`config.mk`:
```
export PLATFORM = sky130hd
export DESIGN_NAME = rhhs_queue
export DESIGN_NICKNAME = d
export VERILOG_FILES = /design/src/rtl/rhhs_pkg.sv /design/src/rtl/rhhs_queue.sv
export SDC_FILE = /design/constraint.sdc
export NUM_CORES = 1
export LEC_CHECK = 0
export BUFFER_PORTS_ARGS = -buffer_cell sky130_fd_sc_hd__buf_2
export CAP_MARGIN = 20
export CORE_MARGIN = 2
export CORE_UTILIZATION = 35
export DETAILED_ROUTE_END_ITERATION = 8
export GPL_ROUTABILITY_DRIVEN = 0
export PLACE_DENSITY = 0.56
export SETUP_SLACK_MARGIN = 0.02
export SYNTH_ARGS = -nofsm -noshare
export SYNTH_HDL_FRONTEND = slang
export SYNTH_SLANG_ARGS = --single-unit
export TNS_END_PERCENT = 100
```
`constraint.sdc`:
```
create_clock -name clock -period 1.6 [get_ports clock]
set_input_delay 0.08 -clock clock [delete_from_list [all_inputs] [get_ports clock]]
set_output_delay 0.08 -clock clock [all_outputs]
set_load 0.02 [all_outputs]
```
`src/rtl/rhhs_pkg.sv`:
```
package rhhs_pkg;

   localparam int BUCKET_BITS = 8;
   localparam int COUNT_WIDTH = 32;
   localparam int NUM_BUCKETS = 1 << BUCKET_BITS;
   localparam int TOP_N = 4;
   localparam int SIG_FIELD = 8;
   localparam int QUEUE_DEPTH = 4;
   localparam int QPTR_BITS = $clog2(QUEUE_DEPTH);
   localparam int QCNT_BITS = $clog2(QUEUE_DEPTH + 1);

   localparam logic KIND_DATA  = 1'b0;
   localparam logic KIND_FINAL = 1'b1;

   typedef logic [BUCKET_BITS-1:0] bucket_type;
   typedef logic [COUNT_WIDTH-1:0] count_type;

   typedef struct packed {
      logic       kind;
      bucket_type bucket;
   } work_type;

   typedef enum logic [1:0] {
      BK_RUN,
      BK_SCAN,
      BK_DRAIN,
      BK_EMIT
   } back_state_type;

   function automatic logic [31:0] mix_lo(input logic [31:0] k_in);
      logic [31:0] k;
      k = k_in;
      k = k + (k << 12);
      k = k ^ (k >> 22);
      k = k + (k << 4);
      k = k ^ (k >> 9);
      return k;
   endfunction

   function automatic logic [31:0] mix_hi(input logic [31:0] k_in);
      logic [31:0] k;
      k = k_in;
      k = k + (k << 10);
      k = k ^ (k >> 2);
      k = k + (k << 7);
      k = k + (k << 12);
      return k;
   endfunction

   function automatic logic [SIG_FIELD-1:0] sig_field(input bucket_type idx);
      logic [SIG_FIELD-1:0] f;
      f = '0;
      f[BUCKET_BITS-1:0] = idx;
      return f;
   endfunction

endpackage

```
`src/rtl/rhhs_queue.sv`:
```
module rhhs_queue (
   input  logic              clock,
   input  logic              reset,
   input  logic              push,
   input  rhhs_pkg::work_type push_data,
   output logic              full,
   input  logic              pop,
   output logic              head_vld,
   output rhhs_pkg::work_type head_data
);
   import rhhs_pkg::*;

   work_type               slot_ff [0:QUEUE_DEPTH-1];
   logic [QPTR_BITS-1:0]   wr_ptr_ff, wr_ptr_in;
   logic [QPTR_BITS-1:0]   rd_ptr_ff, rd_ptr_in;
   logic [QCNT_BITS-1:0]   cnt_ff, cnt_in;

   always_comb begin
      wr_ptr_in = push ? wr_ptr_ff + 1'b1 : wr_ptr_ff;
      rd_ptr_in = pop ? rd_ptr_ff + 1'b1 : rd_ptr_ff;
      cnt_in    = cnt_ff;
      if (push && !pop) begin
         cnt_in = cnt_ff + 1'b1;
      end else if (pop && !push) begin
         cnt_in = cnt_ff - 1'b1;
      end
   end

   always_ff @(posedge clock) begin
      if (reset) begin
         wr_ptr_ff <= '0;
         rd_ptr_ff <= '0;
         cnt_ff    <= '0;
      end else begin
         wr_ptr_ff <= wr_ptr_in;
         rd_ptr_ff <= rd_ptr_in;
         cnt_ff    <= cnt_in;
      end
   end

   always_ff @(posedge clock) begin
      if (push) begin
         slot_ff[wr_ptr_ff] <= push_data;
      end
   end

   assign full      = (cnt_ff == QCNT_BITS'(QUEUE_DEPTH));
   assign head_vld  = (cnt_ff != '0);
   assign head_data = slot_ff[rd_ptr_ff];

endmodule

```
==> impl_metrics.csv <==
group,metric,value,unit
outcome,status,"completed",
power,power.share.clock,0.284,
final_layout,fin_nets,153,
floorplan,start_util,0.364,
final_layout,syn2layout_area_growth,26.8,%
place,dp_hpwl,1980,um
clock_tree,insertion_delay,0.30,ns
power,switching_share,0.256,
final_layout,fillerInstances,431,
detailed_routing,routed_wl,2940,um
clock_tree,clock-root-buffer,"clkbuf_8",
setup_path,rr_startpoint,"cnt_ff[0]$_SDFFE_PP0P_",
setup_path,r2r_cells,4,
final_layout,multi_input_area,434,um2
setup_path,worstPathArrival,1.45,ns
detailed_routing,drc,0,
final_layout,diodes,0,
min_path,hold_start,"push_data[7]",
final_layout,final-seq-area,0.00126,mm2
floorplan,design.core.area,0.00475,mm2
synthesis,ys_seq_elements,45,
sta,fmax,652,MHz
setup_path,cp-end-kind,"output port",
setup_path,r2r-end,"cnt_ff[2]$_SDFFE_PP0P_",
detailed_routing,first_pass_iters,4,
sta,rsz0062_at_grt,"yes",
clock_tree,path_clk_slew,0.08,ns
run,maxCapViolCount,0,
floorplan,floorplan.io_pins,24,
setup_path,reg2reg_slack,0.10,ns
setup_path,cp_data_required_time,1.52,ns
clock_tree,cts.path.max_buffers,2,
power,peakVddDrop,0.373,mV
clock_tree,cts_tree,"done",
detailed_routing,vias,905,
setup_path,path_max_fanout,5,
setup_path,crit_type,"reg -> out",
sta,fin_worst_skew,0.00545,ns
power,p_int,1.86,mW
clock_tree,cts_htree_levels,2,
final_layout,fin_util,0.461,
detailed_routing,drtIter0Drc,26,
power,powerDensity,1140,mW/mm2
floorplan,die_area,0.00552,mm2
clock_tree,clkSinkCount,45,
power,switching_power,0.639,mW
sta,drv_slew,0,
grt,grt_usage,0.121,
grt,antenna_found_initial,0,
synthesis,synth_top_area_share,0.625,
place,portBuffers,23,
min_path,hold_path_class,"in -> reg",
power,pwr-share-comb,0.165,
sta,setup_slack,0.0656,ns
synthesis,synth_top_area_cell,"edfxtp_1",
synthesis,syn_avg_cell_area,19.0,um2
final_layout,most-common-layout-cells,"edfxtp_1, buf_2, mux4_2, buf_6, dlygate4sd3_1",
clock_tree,cts_buffers,5,
sta,period_needed,1.53,ns
sta,finalSetupViolCount,0,
place,dp_slack,0.0337,ns
min_path,whs_path_depth,1,
power,power.leakage,0.808,nW
synthesis,synthesis.area,0.00173,mm2
grt,grt_pass1_wl,4670,um
power,sequentialPowerShare,0.550,
grt,grt-ovfl-total,0,
min_path,min_to,"slot_ff[2][7]$_DFFE_PP_",
synthesis,synthCells,91,
floorplan,die_h,74.3,um
sta,fin_crit_sh,0.959,
sta,worst_slew_pin_slew,0.190,ns
synthesis,synth_cell_type_count,19,
synthesis,synth_fp_nets,110,
detailed_routing,drtAntennaViolNets,0,
detailed_routing,routedWlPerCell,14.5,um
grt,grt_pass1_vias,1003,
final_layout,drive_above_1_share,0.370,
detailed_routing,viasPerCell,4.48,
synthesis,synth_area_leaders,"edfxtp_1, mux4_2, dfxtp_1",
floorplan,rows,25,
sta,slew-limit-headroom,0.873,
grt,grt_max_degree,16,
synthesis,seq_area_frac_synth,0.729,
synthesis,yosys_warnings,0,
sta,hold_violations,0,
setup_path,startpoint_type,"register",
final_layout,final_common_cell,"edfxtp_1",
floorplan,dieWidth,74.3,um
## sequential cells by signal, summed over array words and instances (netlist names), named ones only
| signal | flops |
|---|---|
| slot_ff | 36 |
| cnt_ff | 3 |
| wr_ptr_ff | 2 |
| rd_ptr_ff | 2 |
## per-layer routing
| metal | wire length [um] | global-route usage | vias to the layer above |
|---|---|---|---|
| li1 | - | - | 427 |
| met1 | 1240 | 0.137 | 443 |
| met2 | 1480 | 0.199 | 26 |
| met3 | 127 | 0.0325 | 9 |
| met4 | 85 | 0.0813 | 0 |
| met5 | 0 | 0 | - |
## final cells by class
class                           count  share of cell area
Clock buffer                        5              0.0314
Clock inverter                      3             0.00970
Tap cell                           67              0.0382
Timing Repair Buffer               39               0.140
Inverter                            4             0.00685
Sequential cell                    45               0.576
Multi-Input combinational cell     39               0.198
## cell families (layout without fill, tap and decap cells)
logic type,Yosys count,in the layout,synth area share
XOR/XNOR,5,5,0.0253
adder cells (fa/ha/maj),6,6,0.0477
flip-flops,45,45,0.729
buffers and inverters,7,51,0.0202
AO/OA/AOI/OAI,2,2,0.00578
AND/OR/NAND/NOR,15,15,0.0434
multiplexers,11,11,0.129
## per-stage QoR
step	instance area (um2)	instances	hold slack [ns]	power [mW]	TNS [ns]
after CTS	2140	202	0.00205	2.49	0
after global routing	2190	202	0.00277	2.61	-0.0107
after global placement	1970	186	0.290	1.73	0
final	2190	202	0.0139	2.49	0
after floorplan	1730	91	0.179	1.62	0
after detailed placement	1970	186	0.299	1.76	0
## how the worst max path moves through the flow
| stage | endpoint | slack [ns] | from | cells past startpoint |
|---|---|---|---|---|
| 2_1_floorplan | cnt_ff[2]$_SDFFE_PP0P_ | 0.19 | cnt_ff[0]$_SDFFE_PP0P_ | 4 |
| 3_3_place_gp | cnt_ff[2]$_SDFFE_PP0P_ | 0.10 | pop | 8 |
| 3_5_place_dp | cnt_ff[2]$_SDFFE_PP0P_ | 0.03 | pop | 8 |
| 4_1_cts | head_data[6] | 0.02 | register | 3 |
| 5_1_grt | head_data[7] | -0.006 | register | 3 |
| 6_report | head_data[7] | 0.07 | register | 3 |
## cell usage after synthesis (all sizes together)
cell,instances
a21oi,1
and2,4
buf,1
clkbuf,2
dfxtp,9
edfxtp,36
fa,1
ha,5
inv,4
mux2i,2
mux4,9
nand2,1
nor2,7
nor3b,1
o21ai,1
or3,2
xnor2,2
xor2,3
## power by group through the flow
stage	Clock (mW)	Sequential, mW	Combinational, mW
2_1_floorplan	0	1.39	0.237
3_3_place_gp	0	1.39	0.344
3_5_place_dp	0	1.40	0.361
4_1_cts	0.739	1.37	0.381
5_1_grt	0.778	1.38	0.454
6_report	0.709	1.37	0.413
## worst max-delay path, stage by stage, from the launching register on
cell	delay, ns
dfxtp_2	0.36
buf_6	0.14
mux4_2	0.52
buf_6	0.15
## what timing repair did
action	in CTS	in global routing
buffers inserted	0	0
setup endpoints to repair	7	10
endpoints found under the hold margin	32	0
hold buffers	8	0
pin swaps	0	0
gates resized for setup	2	16
Note: power is estimated with default switching activity, not from simulation.
