$ cat src/rtl/rhhs_pkg.sv
package rhhs_pkg;

   localparam int BUCKET_BITS = 8;
   localparam int COUNT_WIDTH = 32;
   localparam int NUM_BUCKETS = 1 << BUCKET_BITS;
   localparam int TOP_N = 4;
   localparam int SIG_FIELD = 8;
   localparam int QUEUE_DEPTH = 4;
   localparam int QPTR_BITS = $clog2(QUEUE_DEPTH);
   localparam int QCNT_BITS = $clog2(QUEUE_DEPTH + 1);

   localparam logic KIND_DATA  = 1'b0;
   localparam logic KIND_FINAL = 1'b1;

   typedef logic [BUCKET_BITS-1:0] bucket_type;
   typedef logic [COUNT_WIDTH-1:0] count_type;

   typedef struct packed {
      logic       kind;
      bucket_type bucket;
   } work_type;

   typedef enum logic [1:0] {
      BK_RUN,
      BK_SCAN,
      BK_DRAIN,
      BK_EMIT
   } back_state_type;

   function automatic logic [31:0] mix_lo(input logic [31:0] k_in);
      logic [31:0] k;
      k = k_in;
      k = k + (k << 12);
      k = k ^ (k >> 22);
      k = k + (k << 4);
      k = k ^ (k >> 9);
      return k;
   endfunction

   function automatic logic [31:0] mix_hi(input logic [31:0] k_in);
      logic [31:0] k;
      k = k_in;
      k = k + (k << 10);
      k = k ^ (k >> 2);
      k = k + (k << 7);
      k = k + (k << 12);
      return k;
   endfunction

   function automatic logic [SIG_FIELD-1:0] sig_field(input bucket_type idx);
      logic [SIG_FIELD-1:0] f;
      f = '0;
      f[BUCKET_BITS-1:0] = idx;
      return f;
   endfunction

endpackage

$ cat src/rtl/rhhs_front.sv
module rhhs_front (
   input  logic              clock,
   input  logic              reset,
   input  logic              req_valid,
   output logic              req_ready,
   input  logic              req_kind,
   input  logic [7:0]        req_data_byte,
   output logic              q_push,
   output rhhs_pkg::work_type q_data,
   input  logic              q_full
);
   import rhhs_pkg::*;

   logic [31:0] win_ff, win_in;
   logic [1:0]  seen_ff, seen_in;
   logic        f1_vld_ff, f1_vld_in;
   logic        f1_kind_ff, f1_kind_in;
   logic [31:0] f1_win_ff, f1_win_in;
   logic        f2_vld_ff, f2_vld_in;
   logic        f2_kind_ff, f2_kind_in;
   logic [31:0] f2_part_ff, f2_part_in;
   logic        f1_take, f2_take, accept;
   logic [31:0] win_next, hash;

   assign f2_take   = !f2_vld_ff || !q_full;
   assign f1_take   = !f1_vld_ff || f2_take;
   assign req_ready = f1_take;
   assign accept    = req_valid && req_ready;
   assign win_next  = {win_ff[23:0], req_data_byte};

   always_comb begin
      win_in     = win_ff;
      seen_in    = seen_ff;
      f1_vld_in  = f1_vld_ff;
      f1_kind_in = f1_kind_ff;
      f1_win_in  = f1_win_ff;
      if (f1_take) begin
         f1_vld_in  = 1'b0;
         f1_kind_in = req_kind;
         f1_win_in  = win_next;
      end
      if (accept) begin
         if (req_kind == KIND_FINAL) begin
            win_in    = '0;
            seen_in   = '0;
            f1_vld_in = 1'b1;
         end else begin
            win_in = win_next;
            if (&seen_ff) begin
               f1_vld_in = 1'b1;
            end else begin
               seen_in = seen_ff + 1'b1;
            end
         end
      end
   end

   always_comb begin
      f2_vld_in  = f2_vld_ff;
      f2_kind_in = f2_kind_ff;
      f2_part_in = f2_part_ff;
      if (f2_take) begin
         f2_vld_in  = f1_vld_ff;
         f2_kind_in = f1_kind_ff;
         f2_part_in = mix_lo(f1_win_ff);
      end
   end

   always_ff @(posedge clock) begin
      if (reset) begin
         win_ff    <= '0;
         seen_ff   <= '0;
         f1_vld_ff <= 1'b0;
         f2_vld_ff <= 1'b0;
      end else begin
         win_ff    <= win_in;
         seen_ff   <= seen_in;
         f1_vld_ff <= f1_vld_in;
         f2_vld_ff <= f2_vld_in;
      end
   end

   always_ff @(posedge clock) begin
      f1_kind_ff <= f1_kind_in;
      f1_win_ff  <= f1_win_in;
      f2_kind_ff <= f2_kind_in;
      f2_part_ff <= f2_part_in;
   end

   assign hash          = mix_hi(f2_part_ff);
   assign q_push        = f2_vld_ff && !q_full;
   assign q_data.kind   = f2_kind_ff;
   assign q_data.bucket = hash[BUCKET_BITS-1:0];

endmodule

$ cat config.mk
export PLATFORM = sky130hd
export DESIGN_NAME = rhhs_front
export DESIGN_NICKNAME = d
export VERILOG_FILES = /design/src/rtl/rhhs_pkg.sv /design/src/rtl/rhhs_front.sv
export SDC_FILE = /design/constraint.sdc
export NUM_CORES = 1
export LEC_CHECK = 0
export BUFFER_PORTS_ARGS = -buffer_cell sky130_fd_sc_hd__buf_2
export CORE_ASPECT_RATIO = 1.75
export CORE_MARGIN = 2
export CORE_UTILIZATION = 40
export CTS_CLUSTER_SIZE = 24
export DETAILED_ROUTE_END_ITERATION = 6
export HOLD_SLACK_MARGIN = 0.06
export PLACE_DENSITY = 0.66
export SYNTH_ARGS = -nofsm -noshare
export SYNTH_HDL_FRONTEND = slang
export SYNTH_SLANG_ARGS = --single-unit
$ cat constraint.sdc
create_clock -name clock -period 9.8 [get_ports clock]
set_input_delay 0 -clock clock [delete_from_list [all_inputs] [get_ports clock]]
set_output_delay 0 -clock clock [all_outputs]
set_load 0.05 [all_outputs]
==> results.toml <==
[outcome]
outcome = "finished, final reports clean"

[detailed_routing]
dr.first_iter.drc_count = 75
wire_per_inst_um = 17.76
drc = 0
wirelength_mm = 10.18
dr.pass1.iters = 4
antenna_left = 0
vias_per_cell = 5.513
vias = 3159

[worst_setup_path]
reg2regPathDepth = 16
crit_path_end_kind = "flop"
worst-r2r-setup-slack_ns = 5.22
cpMaxStageDelayCell = "fa_1"
cp.required_ns = 9.87
path_max_fanout = 4
r2r_start = "f1_win_ff[0]"
slowest_delay_ns = 0.44
crit_top_cell = "a21oi_1"
start_kind = "flop"
arrival_ns = 4.66
r2r-end = "f2_part_ff[9]"
critPathKind = "reg -> reg"
worstPathCellList = "ha_1 > fa_1 > a211o_1 > o211ai_1 > a21oi_1 > a21oi_1 > o21ai_0 > xnor2_1 > ha_1 > fa_1 > a21oi_1 > o211ai_1 > o311a_1 > o21ai_0 > a21oi_1 > xor2_1"

[timing]
hold_viol_final = 0
slew_violations = 0
period_needed_ns = 4.585
max_freq_ghz = 0.2181
clock_skew_ns = 0.008753
rsz0062_at_grt = "no"
period_share_pct = 46.78
worst_slew_pin_slew_ns = 0.5662
relSlewSlack_pct = 61.98
tns_ns = 0
hold-worst-slack_ns = 0.1127
finalSetupViolCount = 0

[clock_tree]
cts_buffer_depth = 2
cts_buffers = 9
h-tree-depth = 3
cts_tree = "done"
clk_latency_ns = 0.33
cts.sinks = 72
cts_resized = 0
clk_pin_slew_ns = 0.06
root_buffer = "clkbuf_16"

[final_layout]
syn2layout_area_growth_pct = 14.44
mostFrequentLayoutCells = "a21oi_1 (51), edfxtp_1 (44), nor2_1 (34), ha_1 (34), xnor2_1 (30)"
drive_gt1_share_pct = 10.99
fin_nets = 490
seq_area_mm2 = 0.001882
multiInputGateArea_mm2 = 0.002306
final_common_cell = "a21oi_1"
diodes = 0
n_fill_cell = 986

[yosys]
synth_warnings = 0
synthesis.area_mm2 = 0.004272
syn_nets = 459
syn_avg_cell_area_um2 = 10.42
ys_ff_latch = 72
yosysSeqAreaShare_pct = 44.05
ys_types = 49
synth_edf_count = 44
synthCells = 410
async_flop_share_pct = 0
synth_ff_type = "edfxtp_1"

[global_routing]
grt_max_degree = 53
grt_pass1_wl_mm = 16.09
grt_pass1_vias = 3276
grt-ovfl-total = 0
antenna_found_initial = 0
grt_usage_pct = 19.06

[power]
p_per_area_mw_per_mm2 = 216.5
p_total_mw = 1.058
p_leak_nw = 2.116
ir_worst_vdd_mv = 0.2788

[worst_hold_path]
min_to = "win_ff[5]"
worstHoldPathCells = 2
hold_path.class = "in -> reg"
hold_start = "reset"

[die]
initial_utilization_pct = 41.23
fp-row-count = 49
die_h_um = 140.7
die_area_mm2 = 0.01155
io_pins = 24
coreArea_mm2 = 0.01036
die_w_um = 82.12

[flow_run]
cap_violations = 0

[placed_design]
dpl.hpwl_mm = 7.992
port_buffers = 23
place_congestion = 0.9299
[cell type report]
| type | instances | share of cell area (%) |
|---|---|---|
| sequential | 72 | 38.49 |
| clock buffer | 10 | 4.684 |
| tap | 127 | 3.251 |
| inverter | 4 | 0.3071 |
| timing repair buffer | 35 | 4.709 |
| clock inverter | 6 | 1.382 |
| multi-input combinational | 319 | 47.17 |
[cells by family (layout without fill, tap and decap cells)]
| family | Yosys count | in the layout | synth area share (%) |
|---|---|---|---|
| adder cells (fa/ha/maj) | 36 | 36 | 10.90 |
| AO/OA/AOI/OAI | 121 | 121 | 18.51 |
| buffers and inverters | 19 | 55 | 1.962 |
| flip-flops | 72 | 72 | 44.05 |
| AND/OR/NAND/NOR | 107 | 107 | 13.30 |
| XOR/XNOR | 55 | 55 | 11.28 |
[state kept, by name (all words and copies together) (netlist names)]
register,flops
f2_vld_ff,1
seen_ff,2
win_ff,24
f1_kind_ff,1
f2_kind_ff,1
f1_vld_ff,1
f2_part_ff,10
f1_win_ff,32
[how the worst max path moves through the flow]
stage | to | depth (start not counted) | startpoint | slack, ns
after floorplan | f2_part_ff[9] | 16 | f1_win_ff[0] | 5.65
after global placement | f2_part_ff[9] | 16 | f1_win_ff[0] | 5.28
after detailed placement | f2_part_ff[9] | 16 | f1_win_ff[0] | 5.21
after CTS | f2_part_ff[9] | 16 | f1_win_ff[0] | 5.21
after global routing | f2_part_ff[9] | 16 | f1_win_ff[0] | 4.96
final | f2_part_ff[9] | 16 | f1_win_ff[0] | 5.22
[worst max-delay path: cells and delay by family (launching register included)]
family	cells	cell delay (ns)
XOR/XNOR	2	0.35
adder cells (fa/ha/maj)	4	1.36
flip-flops	1	0.40
AO/OA/AOI/OAI	10	2.22
[power by group]
group / leakage (nW) / switching [mW] / internal (mW) / total (mW)
clock network: 0.148 / 0.126 / 0.199 / 0.325
logic: 1.24 / 0.245 / 0.112 / 0.357
registers: 0.732 / 0.0197 / 0.357 / 0.376
[cells in the mapped netlist (2+ instances only)]
library cell	number	share of area, %
o2111ai_1	2	0.41
nand2b_1	3	0.44
o31ai_1	2	0.35
xor2_1	25	5.1
nor3b_1	25	4.4
nor3_1	6	0.70
a21o_2	2	0.41
inv_1	4	0.35
o21ai_1	3	0.35
a221oi_2	2	0.70
a211o_1	5	1.0
xnor2_1	30	6.2
nand2_1	14	1.2
and2_1	2	0.29
o211ai_1	4	0.70
o21a_1	2	0.35
nand3_1	10	1.2
edfxtp_1	44	31
a211oi_1	3	0.53
fa_1	2	0.94
a21o_1	18	3.2
nor2b_1	3	0.44
ha_1	34	10
dfxtp_1	28	13
nor2_1	34	3.0
or4_1	3	0.53
o21bai_1	4	0.70
and3_1	2	0.29
a41oi_1	2	0.41
o21ai_0	12	1.4
clkbuf_1	12	1.1
a21oi_1	51	6.0
[metrics by stage]
stage / util (%) / instance area (um2) / setup WS (ns) / instances
after floorplan: - / 4272 / 5.655 / 410
after global placement: 43.35 / 4492 / 5.279 / 547
after detailed placement: 43.35 / 4492 / 5.214 / 547
after CTS: 47.18 / 4888 / 5.214 / 573
after global routing: 47.18 / 4888 / 4.956 / 573
final: 47.18 / 4888 / 5.215 / 573
[what timing repair did]
item                                   4_1_cts  5_1_grt
endpoints found under the hold margin       10        0
buffers inserted                             0        0
hold buffers                                10        0
[per-layer routing]
layer | global-route usage, % | wire length (um)
met3 | 2.561 | 186
met1 | 17.52 | 3576
met2 | 36.50 | 5872
met5 | 0 | 0
met4 | 12.72 | 541
Note: power is estimated with default switching activity, not from simulation.
